===== config.mk =====
export PLATFORM = sky130hd
export DESIGN_NAME = air_quality_frame_window_decider
export DESIGN_NICKNAME = d
export VERILOG_FILES = /design/src/rtl/aqfwd_pkg.sv /design/src/rtl/aqfwd_parser.sv /design/src/rtl/aqfwd_decider.sv /design/src/rtl/air_quality_frame_window_decider.sv
export VERILOG_INCLUDE_DIRS = /design/src /design/src/rtl
export SDC_FILE = /design/constraint.sdc
export NUM_CORES = 1
export LEC_CHECK = 0
export BUFFER_PORTS_ARGS = -buffer_cell sky130_fd_sc_hd__buf_2
export CORE_UTILIZATION = 46
export DETAILED_ROUTE_END_ITERATION = 8
export GPL_TIMING_DRIVEN = 1
export HOLD_SLACK_MARGIN = 0.02
export PLACE_DENSITY_LB_ADDON = 0.15
export SKIP_LAST_GASP = 1
export SYNTH_ARGS = -nofsm -noshare
export SYNTH_HDL_FRONTEND = slang
export SYNTH_SLANG_ARGS = --single-unit

===== constraint.sdc =====
create_clock -name clock -period 3.44 [get_ports clock]
set_input_delay 0.172 -clock clock [delete_from_list [all_inputs] [get_ports clock]]
set_output_delay 0.172 -clock clock [all_outputs]
set_load 0.02 [all_outputs]

===== src/rtl/air_quality_frame_window_decider_assert.svh =====
// ----------------------------------------------------------------------------
// air quality frame window decider assertion macros
// shared property wrappers for the block's concurrent checks
// ----------------------------------------------------------------------------
`ifndef AIR_QUALITY_FRAME_WINDOW_DECIDER_ASSERT_SVH
`define AIR_QUALITY_FRAME_WINDOW_DECIDER_ASSERT_SVH

// condition holds at every edge out of reset
`define AQFWD_ASSERT_ALWAYS(lbl, clk, rst, cond, msg) \
   lbl: assert property (@(posedge clk) disable iff (rst) (cond)) else $error(msg);

// antecedent in one cycle implies consequent in the same cycle
`define AQFWD_ASSERT_SAME(lbl, clk, rst, ante, cons, msg) \
   lbl: assert property (@(posedge clk) disable iff (rst) (ante) |-> (cons)) else $error(msg);

// antecedent in one cycle implies consequent in the next cycle
`define AQFWD_ASSERT_NEXT(lbl, clk, rst, ante, cons, msg) \
   lbl: assert property (@(posedge clk) disable iff (rst) (ante) |=> (cons)) else $error(msg);

`endif


===== src/rtl/aqfwd_pkg.sv =====
// ----------------------------------------------------------------------------
// aqfwd_pkg
// shared types, codes and helper functions of the air quality frame decider
// ----------------------------------------------------------------------------
`timescale 1ns / 1ps

package aqfwd_pkg;

   localparam int unsigned VALUE_W = 16;
   localparam int unsigned LEVEL_W = 2;
   localparam int unsigned BYTE_W = 8;
   localparam int unsigned INDEX_W = 8;

   localparam logic [VALUE_W-1:0] SAT_MAX = 16'hFFFF;

   localparam logic [VALUE_W-1:0] CO2_BAD_RESET = 16'd500;
   localparam logic [VALUE_W-1:0] CO2_MID_RESET = 16'd400;
   localparam logic [VALUE_W-1:0] DUST_BAD_RESET = 16'd700;
   localparam logic [VALUE_W-1:0] DUST_GOOD_RESET = 16'd500;

   localparam logic [BYTE_W-1:0] CHAR_CO2 = 8'h43;
   localparam logic [BYTE_W-1:0] CHAR_DUST = 8'h44;
   localparam logic [BYTE_W-1:0] CHAR_END = 8'h45;
   localparam logic [BYTE_W-1:0] CHAR_ZERO = 8'h30;
   localparam logic [BYTE_W-1:0] CHAR_NINE = 8'h39;

   localparam logic [INDEX_W-1:0] REG_CO2_BAD = 8'd0;
   localparam logic [INDEX_W-1:0] REG_CO2_MID = 8'd1;
   localparam logic [INDEX_W-1:0] REG_DUST_BAD = 8'd2;
   localparam logic [INDEX_W-1:0] REG_DUST_GOOD = 8'd3;

   localparam logic [LEVEL_W-1:0] LEVEL_BAD = 2'd1;
   localparam logic [LEVEL_W-1:0] LEVEL_MODERATE = 2'd2;
   localparam logic [LEVEL_W-1:0] LEVEL_GOOD = 2'd3;

   typedef enum logic [1:0] {
      MODE_IDLE = 2'd0,
      MODE_CO2 = 2'd1,
      MODE_DUST = 2'd2
   } parse_mode_type;

   typedef struct packed {
      logic [VALUE_W-1:0] co2;
      logic [VALUE_W-1:0] dust;
   } frame_type;

   typedef struct packed {
      logic [LEVEL_W-1:0] co2_level;
      logic [LEVEL_W-1:0] dust_level;
      logic decided;
      logic window_open;
      logic send_command;
   } decision_type;

   typedef struct packed {
      logic valid;
      logic [INDEX_W-1:0] index;
      logic [VALUE_W-1:0] data;
   } csr_write_type;

   function automatic logic [VALUE_W-1:0] add_digit(input logic [VALUE_W-1:0] acc,
                                                    input logic [3:0] digit);
      logic [VALUE_W+3:0] wide;
      logic [VALUE_W+3:0] sum;
      wide = {4'b0000, acc};
      sum = (wide << 3) + (wide << 1) + {16'h0000, digit};
      return (sum > {4'b0000, SAT_MAX}) ? SAT_MAX : sum[VALUE_W-1:0];
   endfunction

   function automatic logic [LEVEL_W-1:0] classify(input logic [VALUE_W-1:0] value,
                                                   input logic [VALUE_W-1:0] bad,
                                                   input logic [VALUE_W-1:0] good);
      logic [LEVEL_W-1:0] level;
      if (value > bad) begin
         level = LEVEL_BAD;
      end else if (value > good) begin
         level = LEVEL_MODERATE;
      end else begin
         level = LEVEL_GOOD;
      end
      return level;
   endfunction

endpackage


===== src/rtl/aqfwd_parser.sv =====
// ----------------------------------------------------------------------------
// aqfwd_parser
// frame parser: marker tracking and saturating decimal accumulators
// ----------------------------------------------------------------------------
`timescale 1ns / 1ps

module aqfwd_parser (
   input  logic                         clock,
   input  logic                         reset,
   input  logic                         step,
   input  logic [aqfwd_pkg::BYTE_W-1:0] rx_byte,
   output aqfwd_pkg::frame_type         frame
);

   aqfwd_pkg::parse_mode_type mode_ff, mode_in;
   logic [aqfwd_pkg::VALUE_W-1:0] co2_ff, co2_in;
   logic [aqfwd_pkg::VALUE_W-1:0] dust_ff, dust_in;
   logic ended_ff, ended_in;
   logic is_digit;

   assign is_digit = (rx_byte >= aqfwd_pkg::CHAR_ZERO) && (rx_byte <= aqfwd_pkg::CHAR_NINE);

   always_ff @(posedge clock) begin
      if (reset) begin
         mode_ff <= aqfwd_pkg::MODE_IDLE;
         co2_ff <= '0;
         dust_ff <= '0;
         ended_ff <= 1'b0;
      end else begin
         mode_ff <= mode_in;
         co2_ff <= co2_in;
         dust_ff <= dust_in;
         ended_ff <= ended_in;
      end
   end

   always_comb begin
      mode_in = mode_ff;
      co2_in = co2_ff;
      dust_in = dust_ff;
      ended_in = ended_ff;
      if (step) begin
         if (rx_byte == aqfwd_pkg::CHAR_CO2) begin
            co2_in = '0;
            dust_in = '0;
            ended_in = 1'b0;
            mode_in = aqfwd_pkg::MODE_CO2;
         end else if (rx_byte == aqfwd_pkg::CHAR_DUST) begin
            dust_in = '0;
            ended_in = 1'b0;
            mode_in = aqfwd_pkg::MODE_DUST;
         end else if (rx_byte == aqfwd_pkg::CHAR_END) begin
            co2_in = '0;
            dust_in = '0;
            ended_in = 1'b0;
            mode_in = aqfwd_pkg::MODE_IDLE;
         end else begin
            case (mode_ff)
               aqfwd_pkg::MODE_CO2: begin
                  if (!is_digit) begin
                     ended_in = 1'b1;
                  end else if (!ended_ff) begin
                     co2_in = aqfwd_pkg::add_digit(co2_ff, rx_byte[3:0]);
                  end
               end
               aqfwd_pkg::MODE_DUST: begin
                  if (!is_digit) begin
                     ended_in = 1'b1;
                  end else if (!ended_ff) begin
                     dust_in = aqfwd_pkg::add_digit(dust_ff, rx_byte[3:0]);
                  end
               end
               default: begin
               end
            endcase
         end
      end
   end

   assign frame.co2 = co2_ff;
   assign frame.dust = dust_ff;

endmodule


===== src/rtl/aqfwd_decider.sv =====
// ----------------------------------------------------------------------------
// aqfwd_decider
// threshold registers, level classification and window command tracking
// ----------------------------------------------------------------------------
`timescale 1ns / 1ps

module aqfwd_decider (
   input  logic                     clock,
   input  logic                     reset,
   input  aqfwd_pkg::csr_write_type csr_wr,
   input  logic                     end_step,
   input  logic                     auto_mode,
   input  logic                     prio_open,
   input  aqfwd_pkg::frame_type     frame,
   output aqfwd_pkg::decision_type  result
);

   logic [aqfwd_pkg::VALUE_W-1:0] co2_bad_ff, co2_bad_in;
   logic [aqfwd_pkg::VALUE_W-1:0] co2_mid_ff, co2_mid_in;
   logic [aqfwd_pkg::VALUE_W-1:0] dust_bad_ff, dust_bad_in;
   logic [aqfwd_pkg::VALUE_W-1:0] dust_good_ff, dust_good_in;
   logic last_cmd_ff, last_cmd_in;
   logic last_valid_ff, last_valid_in;
   logic [aqfwd_pkg::LEVEL_W-1:0] co2_level;
   logic [aqfwd_pkg::LEVEL_W-1:0] dust_level;
   logic open_choice;
   logic send;

   always_ff @(posedge clock) begin
      if (reset) begin
         co2_bad_ff <= aqfwd_pkg::CO2_BAD_RESET;
         co2_mid_ff <= aqfwd_pkg::CO2_MID_RESET;
         dust_bad_ff <= aqfwd_pkg::DUST_BAD_RESET;
         dust_good_ff <= aqfwd_pkg::DUST_GOOD_RESET;
         last_cmd_ff <= 1'b0;
         last_valid_ff <= 1'b0;
      end else begin
         co2_bad_ff <= co2_bad_in;
         co2_mid_ff <= co2_mid_in;
         dust_bad_ff <= dust_bad_in;
         dust_good_ff <= dust_good_in;
         last_cmd_ff <= last_cmd_in;
         last_valid_ff <= last_valid_in;
      end
   end

   always_comb begin
      co2_bad_in = co2_bad_ff;
      co2_mid_in = co2_mid_ff;
      dust_bad_in = dust_bad_ff;
      dust_good_in = dust_good_ff;
      if (csr_wr.valid) begin
         case (csr_wr.index)
            aqfwd_pkg::REG_CO2_BAD: co2_bad_in = csr_wr.data;
            aqfwd_pkg::REG_CO2_MID: co2_mid_in = csr_wr.data;
            aqfwd_pkg::REG_DUST_BAD: dust_bad_in = csr_wr.data;
            aqfwd_pkg::REG_DUST_GOOD: dust_good_in = csr_wr.data;
            default: begin
            end
         endcase
      end
   end

   assign co2_level = aqfwd_pkg::classify(frame.co2, co2_bad_ff, co2_mid_ff);
   assign dust_level = aqfwd_pkg::classify(frame.dust, dust_bad_ff, dust_good_ff);

   // higher level number means cleaner air
   assign open_choice = (co2_level > dust_level) ? 1'b1 :
                        (co2_level < dust_level) ? 1'b0 : prio_open;
   assign send = auto_mode && (!last_valid_ff || (last_cmd_ff != open_choice));

   assign last_cmd_in = (end_step && send) ? open_choice : last_cmd_ff;
   assign last_valid_in = last_valid_ff || (end_step && send);

   assign result.co2_level = co2_level;
   assign result.dust_level = dust_level;
   assign result.decided = auto_mode;
   assign result.window_open = auto_mode && open_choice;
   assign result.send_command = send;

endmodule


===== src/rtl/air_quality_frame_window_decider.sv =====
// ----------------------------------------------------------------------------
// air_quality_frame_window_decider
// parses C/D/E sensor frames and decides the window command
// ----------------------------------------------------------------------------
// usage:
//   req channel takes one link byte per transaction with the auto and
//   priority switches; every byte is accepted, but only an 'E' byte makes a
//   rsp transaction carrying both readings, their levels and the decision.
//   csr channel writes the four threshold registers, always ready; write it
//   only while no frame is in flight.
//   a byte is held in the input register, and its result is held in the
//   result register, which drives rsp.
//   throughput: one byte per cycle while rsp is not stalled, with the input
//   and result registers around the parse and classify step.
//   when rsp is stalled the result register holds; a following 'E' waits in
//   the input register and req_tready drops, other bytes keep flowing.
//   reset: parser idle, readings zero, thresholds 500/400/700/500, no
//   command sent yet.
// ----------------------------------------------------------------------------
`timescale 1ns / 1ps

`include "air_quality_frame_window_decider_assert.svh"

module air_quality_frame_window_decider (
   input  logic        clock,
   input  logic        reset,
   input  logic        req_tvalid,
   output logic        req_tready,
   input  logic [15:0] req_tdata,   // rx_byte[7:0], auto_mode[8], prio_open[9], zero
   output logic        rsp_tvalid,
   input  logic        rsp_tready,
   // co2_reading[15:0], dust_reading[31:16], co2_level[33:32], dust_level[35:34],
   // decided[36], window_open[37], send_command[38], zero
   output logic [39:0] rsp_tdata,
   input  logic        csr_valid,
   output logic        csr_ready,
   input  logic [7:0]  csr_index,
   input  logic [15:0] csr_data
);

   logic in_valid_ff, in_valid_in;
   logic [aqfwd_pkg::BYTE_W-1:0] in_byte_ff, in_byte_in;
   logic in_auto_ff, in_auto_in;
   logic in_prio_ff, in_prio_in;
   logic rsp_valid_ff, rsp_valid_in;
   logic [39:0] rsp_data_ff, rsp_data_in;

   logic req_accept;
   logic in_is_end;
   logic rsp_free;
   logic step;
   logic end_step;

   aqfwd_pkg::frame_type frame;
   aqfwd_pkg::decision_type result;
   aqfwd_pkg::csr_write_type csr_wr;

   assign req_accept = req_tvalid && req_tready;
   assign in_is_end = (in_byte_ff == aqfwd_pkg::CHAR_END);
   assign rsp_free = !rsp_valid_ff || rsp_tready;
   assign step = in_valid_ff && (!in_is_end || rsp_free);
   assign end_step = step && in_is_end;
   assign req_tready = !in_valid_ff || step;

   assign csr_ready = 1'b1;
   assign csr_wr.valid = csr_valid;
   assign csr_wr.index = csr_index;
   assign csr_wr.data = csr_data;

   assign in_valid_in = req_accept || (in_valid_ff && !step);
   assign in_byte_in = req_accept ? req_tdata[7:0] : in_byte_ff;
   assign in_auto_in = req_accept ? req_tdata[8] : in_auto_ff;
   assign in_prio_in = req_accept ? req_tdata[9] : in_prio_ff;

   always_ff @(posedge clock) begin
      if (reset) begin
         in_valid_ff <= 1'b0;
         rsp_valid_ff <= 1'b0;
      end else begin
         in_valid_ff <= in_valid_in;
         rsp_valid_ff <= rsp_valid_in;
      end
   end

   always_ff @(posedge clock) begin
      in_byte_ff <= in_byte_in;
      in_auto_ff <= in_auto_in;
      in_prio_ff <= in_prio_in;
      rsp_data_ff <= rsp_data_in;
   end

   aqfwd_parser u_parser (
      .clock   (clock),
      .reset   (reset),
      .step    (step),
      .rx_byte (in_byte_ff),
      .frame   (frame)
   );

   aqfwd_decider u_decider (
      .clock     (clock),
      .reset     (reset),
      .csr_wr    (csr_wr),
      .end_step  (end_step),
      .auto_mode (in_auto_ff),
      .prio_open (in_prio_ff),
      .frame     (frame),
      .result    (result)
   );

   assign rsp_valid_in = end_step || (rsp_valid_ff && !rsp_tready);
   assign rsp_data_in = end_step ? {1'b0, result.send_command, result.window_open,
                                    result.decided, result.dust_level, result.co2_level,
                                    frame.dust, frame.co2}
                                 : rsp_data_ff;

   assign rsp_tvalid = rsp_valid_ff;
   assign rsp_tdata = rsp_data_ff;

   `AQFWD_ASSERT_SAME(a_send_needs_decision, clock, reset, rsp_valid_ff,
      (!rsp_data_ff[38] || rsp_data_ff[36]), "send flagged without a decision")
   `AQFWD_ASSERT_ALWAYS(a_levels_nonzero, clock, reset,
      (!rsp_valid_ff || ((rsp_data_ff[33:32] != 2'd0) && (rsp_data_ff[35:34] != 2'd0))),
      "result carries a zero level")
   `AQFWD_ASSERT_NEXT(a_result_from_end, clock, reset, (!rsp_valid_ff && !end_step),
      !rsp_valid_ff, "result raised without an end marker")
   `AQFWD_ASSERT_NEXT(a_end_waits, clock, reset, (in_valid_ff && in_is_end && !rsp_free),
      (in_valid_ff && in_is_end), "end marker dropped while result stalled")

endmodule

==> parameters.txt, run 1 <==
Parameter                              Value

STA
  Final setup viols ... 0
  Headroom to the max-slew limit ... 0.436
  Clock skew ... approximately 0.0089 ns
  Timing-limited maximum frequency ... ~290 MHz
  Slew of the pin with the lowest slew margin ... between 0.8 and 0.9 ns
  Final critical path time including I/O delays and setup ... ~3.4 ns
  Fraction of the cycle the final worst path needs ... 0.989
  WHS ... ~0.045 ns
  Setup repair after global routing missed its margin ... true
  Worst Slack Setup Final ... just under 0.04 ns
  Final count of pins violating max slew ... 0
  Number of failing hold endpoints at the final stage ... 0

Route
  Total detailed-routing wirelength ... ~21 mm
  Via Count ... approximately 7,300
  Count of TritonRoute iterations in the first routing pass ... 5
  ANT nets after route ... 0
  DR iter-0 viols ... between 400 and 500
  Total DRC errors in the routed layout ... 0
  Drt wl/cell ... roughly 16 µm
  Vias per cell ... between 5 and 6

Power and ir drop
  Power share of the sequential group ... 0.488
  Leakage power of the design ... 0.00473 µW
  Net Sw Power ... between 800 and 900 µW
  Proportion of power drawn by the clock network ... 0.480
  Net Sw Frac ... 0.213
  Power per standard cell area ... between 300 and 400 nW/µm²
  Total Power ... 3820 µW
  VDD IR-drop max ... 0.355 mV
  Portion of total power attributed to combinational logic ... 0.032
  Internal ... roughly 3000 µW

Worst setup path
  Critical path cell sequence ... fa_1 > fa_2 > a211oi_4 > o211ai_1 > a221oi_2 > a31oi_1 > or3_1 > o21a_1 > o31a_1 > buf_12 > a221o_1
  Element type at the critical path start ... flop
  Worst reg2reg path startpoint ... in_byte_ff[3]
  Data arrival, critical path ... between 3 and 4 ns
  Cells on worst reg2reg path ... 11
  Largest fanout on the critical path ... 16
  Crit. path cell count ... 11
  Highest-delay cell along the critical path ... fa_1
  Launching element of the worst setup path ... in_byte_ff[3]
  Gate family responsible for the most delay along the worst path ... compound AO/OA/AOI/OAI gates
  Nature of the critical path endpoint ... flop
  FF-to-FF End ... u_parser.co2_ff[0]
  Critical path data required time ... 3.74 ns
  Delay of the slowest cell on the worst path ... around 0.5 ns
  End of the critical path ... u_parser.co2_ff[0]
  Category of the critical setup timing path ... reg2reg
  Count of buffer and inverter cells on the critical path ... 1
  Worst-case register-to-register setup slack ... between 0.03 and 0.04 ns

Run
  Max_cap viols ... 0

Global routing
  GR Overflow Total ... 0
  First-pass GRT wire length ... 33.9 mm
  Pin count of the biggest net entering global routing ... 79
  Tot GR Track Use ... 0.220
  Number of global-route vias before repair ... between 6,000 and 7,000
  Antenna violations before repair ... 1

Cells and area
  Net count of the finished layout ... ~1,300
  Fraction of layout cells with a size suffix above 1 ... 0.163
  Sequential cell area in the final layout ... roughly 3500 µm²
  Commonest cells after routing, fill and taps aside ... nand2_1 (140), ha_1 (129), a21oi_1 (112), dfxtp_1 (103), buf_2 (79)
  Area delta synth->final ... 19.9%
  Area of all placed cells without fillers ... approximately 11,000 µm²
  Final Core Density ... 0.565
  Multi-input gate area in the final layout ... between 4000 and 5000 µm²
  Most frequent standard cell in the layout excluding fill and tap cells ... nand2_1
  Total of fill cells in the finished design ... roughly 1,700

Floorplan
  Initial cell density of the core ... 0.471
  Area of the placeable core ... 18,800 µm²
  Die area ... between 15,000 and 20,000 µm²
  Height of the chip ... between 100 and 150 µm
  Number of I/O pins ... about 90
  Width of the die ... approximately 140 µm
  Row Count ... 50

Clocking
  Clock transition time at the flip-flop clock pins of the worst setup and hold paths ... roughly 0.060 ns
  CTS Root Buffer Type ... clkbuf_16
  Clock tree from TritonCTS ... done
  Num Clock Sinks ... 152
  Number of buffers on the longest clock path ... 2
  Source-to-sink clock delay at the later pin of the worst-skew pair ... ~0.42 ns
  Cts bufs inserted ... 17
  Number of H-tree levels ... 4

Synth
  Area contributors post-synth ... dfxtp_1 (23%), ha_1 (18%), edfxtp_1 (17%)
  Count of cell types in the netlist ... 64
  YS warnings ... 0
  Mean post-synth cell area ... between 9 and 10 µm²
  Synthesized cell area ... between 8000 and 9000 µm²
  Flop and latch count out of synthesis ... 152
  Synthesized net count ... roughly 1,100
  Most instantiated flip-flop cell in the synthesis netlist ... dfxtp_1
  Cell type contributing the most total cell area after synthesis ... dfxtp_1
  Gate count after technology mapping ... ~960
  Async set or reset register ratio after synthesis ... 0
  Number of enable flip-flop cells after synthesis ... 49
  Sequential-to-total area share from yosys stat ... 0.398
  Share of the synthesized area in the top cell type ... 0.232

Placed design
  Placed cell area ... between 9000 and 10,000 µm²
  Detailed placement HPWL ... 16.0 mm
  # port buffers ... 79
  Final weighted congestion in routability-driven placement ... about 0.85
  Worst Setup Slack post-DPL ... between 0.04 and 0.05 ns

Worst hold path
  Depth of the worst hold-timing path ... 2
  Path type of the worst min-delay path ... in2reg

Status
  Status ... finished clean
## metal layers
layer,part of all wire,up-vias,GRT usage
li1,-,3700,-
met1,0.51,3401,0.311
met2,0.44,140,0.343
met3,0.034,21,0.0350
met4,0.016,0,0.0755
met5,0,-,0
## layout make-up
cell class,count,share of cell area
Clock inverter,8,0.00929
Tap cell,260,0.0306
Multi-Input combinational cell,699,0.468
Clock buffer,23,0.0440
Timing Repair Buffer,146,0.0884
Sequential cell,152,0.332
Inverter,76,0.0268
Antenna cell,1,0.000235
## metrics by stage
step,std cells,TNS [ns]
after floorplan,958,0
after global placement,1318,0
after detailed placement,1318,0
after CTS,1361,0
after global routing,1365,-1.16
final,1365,0
## synthesized netlist by cell type (3+ instances only)
| cell | n |
|---|---|
| nand2_1 | 140 |
| ha_1 | 130 |
| a21oi_1 | 112 |
| dfxtp_1 | 103 |
| inv_1 | 76 |
| nor2_1 | 50 |
| edfxtp_1 | 49 |
| o21ai_0 | 28 |
| o21a_1 | 27 |
| clkbuf_1 | 23 |
| a211o_1 | 22 |
| a21o_1 | 21 |
| xnor2_1 | 19 |
| a221o_1 | 16 |
| nand3_1 | 15 |
| nand4_1 | 14 |
| xor2_1 | 10 |
| nor2b_1 | 8 |
| nor3_1 | 8 |
| o211ai_1 | 8 |
| and3_1 | 6 |
| o21bai_1 | 5 |
| fa_1 | 4 |
| or3_1 | 4 |
| a211oi_1 | 3 |
| a221oi_1 | 3 |
| buf_1 | 3 |
| nand2b_1 | 3 |
| o31ai_1 | 3 |
## cell families after synthesis
| logic type | after synthesis | share of synthesized area |
|---|---|---|
| other | 2 | 0.000847 |
| XOR/XNOR | 29 | 0.0286 |
| AND/OR/NAND/NOR | 264 | 0.133 |
| buffers and inverters | 107 | 0.0472 |
| AO/OA/AOI/OAI | 270 | 0.200 |
| flip-flops | 152 | 0.398 |
| adder cells (fa/ha/maj) | 134 | 0.192 |
## what timing repair did
| item | 4_1_cts | 5_1_grt |
|---|---|---|
| setup buffers | 0 | 3 |
| hold endpoints to repair | 15 | 0 |
| setup endpoints to repair | 0 | 34 |
| hold buffers | 12 | 0 |
| resized for setup | 0 | 11 |
## state kept, by name, summed over array words and instances, names as in the netlist
name                     cells
in_auto_ff                   1
in_byte_ff                   8
in_prio_ff                   1
in_valid_ff                  1
rsp_tdata                   39
rsp_tvalid                   1
u_decider.co2_bad_ff        16
u_decider.co2_mid_ff        16
u_decider.dust_bad_ff       16
u_decider.dust_good_ff      16
u_decider.last_cmd_ff        1
u_decider.last_valid_ff      1
u_parser.co2_ff             16
u_parser.dust_ff            16
u_parser.ended_ff            1
u_parser.mode_ff             2
## power by group through the flow
stage	Sequential, µW	Clock (µW)	Combinational (µW)
after floorplan	1900	0	48.2
after global placement	1900	0	107
after detailed placement	1900	0	108
after CTS	1860	1860	119
after global routing	1870	1930	132
final	1860	1830	122
## worst min path at each step
| stage | start | to | slack, ns |
|---|---|---|---|
| floorplan | req_tdata[8] | in_auto_ff | 0.27 |
| CTS | csr_data[8] | u_decider.dust_good_ff[8] | 0.04 |
| detailed placement | req_tdata[5] | in_byte_ff[5] | 0.35 |
| global placement | req_tdata[4] | in_byte_ff[4] | 0.35 |
| global route | csr_data[7] | u_decider.dust_good_ff[7] | 0.04 |
| finish | csr_data[8] | u_decider.dust_good_ff[8] | 0.05 |
(Power assumes the default switching activity.)
==> run 2: changes to the inputs <==
--- a/config.mk
+++ b/config.mk
@@ -11,8 +11,9 @@
 export DETAILED_ROUTE_END_ITERATION = 8
 export GPL_TIMING_DRIVEN = 1
 export HOLD_SLACK_MARGIN = 0.02
-export PLACE_DENSITY_LB_ADDON = 0.15
+export PLACE_DENSITY = 0.73
 export SKIP_LAST_GASP = 1
+export SLEW_MARGIN = 20
 export SYNTH_ARGS = -nofsm -noshare
 export SYNTH_HDL_FRONTEND = slang
 export SYNTH_SLANG_ARGS = --single-unit
==> run 2 against run 1 <==
Against the previous run: register-to-register slack barely moved; utilization is 0.21 points higher; setup slack got worse by 0.0046 ns; via count is 2.1% higher; critical endpoint is now u_parser.co2_ff[3].
==> parameters.txt, run 2 (synthesis gave the netlist of run 1 again) <==
Parameter                              Value

Route
  Drt wl/cell ... 15.9 µm (was 15.7 µm)
  ANT nets after route ... 0 (unchanged)
  Total DRC errors in the routed layout ... 0 (unchanged)
  Vias per cell ... 5.45 (was 5.32)
  Total detailed-routing wirelength ... 21.6 mm (was 21.5 mm)
  Via Count ... 7,411 (was 7,262)
  Count of TritonRoute iterations in the first routing pass ... 5 (unchanged)
  DR iter-0 viols ... 466 (was 495)

Cells and area
  Area delta synth->final ... 20.4% (was 19.9%)
  Fraction of layout cells with a size suffix above 1 ... 0.164 (was 0.163)
  Largest register FFs ... 39 (unchanged)
  Net count of the finished layout ... 1,265 (was 1,271)
  Commonest cells after routing, fill and taps aside ... nand2_1 (140), ha_1 (130), a21oi_1 (111), dfxtp_1 (101), buf_2 (79) (was nand2_1 (140), ha_1 (129), a21oi_1 (112), dfxtp_1 (103), buf_2 (79))
  Most frequent standard cell in the layout excluding fill and tap cells ... nand2_1 (unchanged)

Clocking
  Number of H-tree levels ... 4 (unchanged)
  CTS Root Buffer Type ... clkbuf_16 (unchanged)
  Cts bufs inserted ... 17 (unchanged)
  Clock transition time at the flip-flop clock pins of the worst setup and hold paths ... 0.06 ns (about the same)
  Source-to-sink clock delay at the later pin of the worst-skew pair ... 0.43 ns (was 0.42 ns)
  Num Clock Sinks ... 152 (unchanged)
  Number of buffers on the longest clock path ... 2 (unchanged)
  Clock tree from TritonCTS ... done (unchanged)

STA
  WHS ... 0.0401 ns (was 0.0452 ns)
  Final critical path time including I/O delays and setup ... 3.41 ns (was 3.40 ns)
  Final setup viols ... 0 (unchanged)
  Setup repair after global routing missed its margin ... true (unchanged)
  Clock skew ... 0.00848 ns (was 0.00889 ns)
  Final count of pins violating max slew ... 0 (unchanged)
  Headroom to the max-slew limit ... 0.460 (was 0.436)
  Slew of the pin with the lowest slew margin ... 0.810 ns (was 0.846 ns)
  Number of failing hold endpoints at the final stage ... 0 (unchanged)
  Timing-limited maximum frequency ... 294 MHz (about the same)
  Fraction of the cycle the final worst path needs ... 0.990 (was 0.989)

Worst setup path
  Delay of the slowest cell on the worst path ... 0.46 ns (was 0.50 ns)
  Highest-delay cell along the critical path ... fa_2 (was fa_1)
  Largest fanout on the critical path ... 16 (unchanged)
  Critical path cell sequence ... fa_2 > fa_2 > a211oi_2 > o211ai_1 > a221oi_2 > a31oi_1 > or3_1 > o21a_1 > o31a_1 > buf_12 > a221o_1 (was fa_1 > fa_2 > a211oi_4 > o211ai_1 > a221oi_2 > a31oi_1 > or3_1 > o21a_1 > o31a_1 > buf_12 > a221o_1)
  Element type at the critical path start ... flop (unchanged)
  Data arrival, critical path ... 3.72 ns (was 3.70 ns)
  Nature of the critical path endpoint ... flop (unchanged)
  Count of buffer and inverter cells on the critical path ... 1 (unchanged)
  Critical path data required time ... 3.75 ns (was 3.74 ns)
  Gate family responsible for the most delay along the worst path ... compound AO/OA/AOI/OAI gates (unchanged)
  Category of the critical setup timing path ... reg2reg (unchanged)
  Top cell by count, worst path ... fa_2

Status
  Status ... finished clean (unchanged)

Power and ir drop
  Leakage power of the design ... 0.00474 µW (was 0.00473 µW)
  Total Power ... 3990 µW (was 3820 µW)
  VDD IR-drop max ... 0.366 mV (was 0.355 mV)
  Power per standard cell area ... 374 nW/µm² (was 359 nW/µm²)

Floorplan
  Row Count ... 50 (unchanged)
  Initial cell density of the core ... 0.471 (unchanged)
  Width of the die ... 141 µm (unchanged)
  Height of the chip ... 141 µm (unchanged)
  Die area ... 19,800 µm² (unchanged)
  Number of I/O pins ... 88 (unchanged)
  Area of the placeable core ... 18,800 µm² (unchanged)

Run
  Max_cap viols ... 0 (unchanged)

Placed design
  Detailed placement HPWL ... 16.1 mm (was 16.0 mm)
  # port buffers ... 79 (unchanged)
  Final weighted congestion in routability-driven placement ... 0.868 (was 0.845)

Global routing
  Tot GR Track Use ... 0.226 (was 0.220)
  GR Overflow Total ... 0 (unchanged)
  Antenna violations before repair ... 3 (was 1)
  Number of global-route vias before repair ... 7,060 (was 6,687)
  First-pass GRT wire length ... 35.1 mm (was 33.9 mm)
  Pin count of the biggest net entering global routing ... 77 (was 79)

Worst hold path
  Path type of the worst min-delay path ... in2reg (unchanged)
[run 2: changes by cell type in the layout (fill, tap and decap cells not counted), sizes merged]
| cell | delta |
|---|---|
| inv | +3 |
| bufinv | -1 |
| dlygate4sd3 | +2 |
| diode | +1 |
| clkinvlp | -1 |
| buf | -8 |
[run 2: worst reg2reg max path, stage by stage, from the launching register on]
cell      delay, ns
edfxtp_1       0.42
fa_2           0.46
fa_2           0.44
a211oi_2       0.29
o211ai_1       0.14
a221oi_2       0.28
a31oi_1        0.14
or3_1          0.32
o21a_1         0.11
o31a_1         0.27
buf_12         0.16
a221o_1        0.27
[run 2: final cells by class]
type                    count  area [µm²]
diodes                      2        5.00
repair buffers            140         913
fillers                  1690        8150
well taps                 260         325
inverters                  76         285
clock inverters             9        93.8
multi-input cells         699        4960
flip-flops and latches    152        3540
clock buffers              23         553
[run 2: timing repair]
item,in CTS,in global routing
hold buffers,14,0
setup buffers,0,1
endpoints found under the setup margin,0,34
hold endpoints to repair,21,0
gates resized for setup,0,11
[run 2: power breakdown]
group	total [µW]	switching, µW	internal (µW)
Clock	2010	786	1220
Combinational	123	73.7	49.0
Sequential	1860	8.08	1860
[run 2: path summary, 6_finish.rpt]
| path | from | end | slack, ns | depth (start not counted) |
|---|---|---|---|---|
| min | csr_data[9] | u_decider.dust_bad_ff[9] | 0.04 | 2 |
| max | in_byte_ff[3] | u_parser.co2_ff[3] | 0.03 | 11 |
| max reg2reg | in_byte_ff[3] | u_parser.co2_ff[3] | 0.03 | 11 |
| min reg2reg | u_decider.co2_mid_ff[1] | u_decider.co2_mid_ff[1] | 0.45 | 2 |
[run 2: routing by layer]
layer  vias up  track usage  wire (µm)
li1       3705            -          -
met1      3506        0.306      10500
met2       178        0.372       9960
met3        20       0.0391        930
met4         2       0.0618        244
met5         -            0          8
[run 2: per-stage QoR]
stage	cells	worst slack, ns	setup TNS, ns	util	area (µm²)
2_1_floorplan	958	0.00583	0	-	8870
3_3_place_gp	1312	0.0670	0	0.523	9840
3_5_place_dp	1312	0.0383	0	0.523	9840
4_1_cts	1358	0.00720	0	0.564	10600
5_1_grt	1360	-0.102	-1.32	0.567	10700
6_report	1361	0.0343	0	0.567	10700
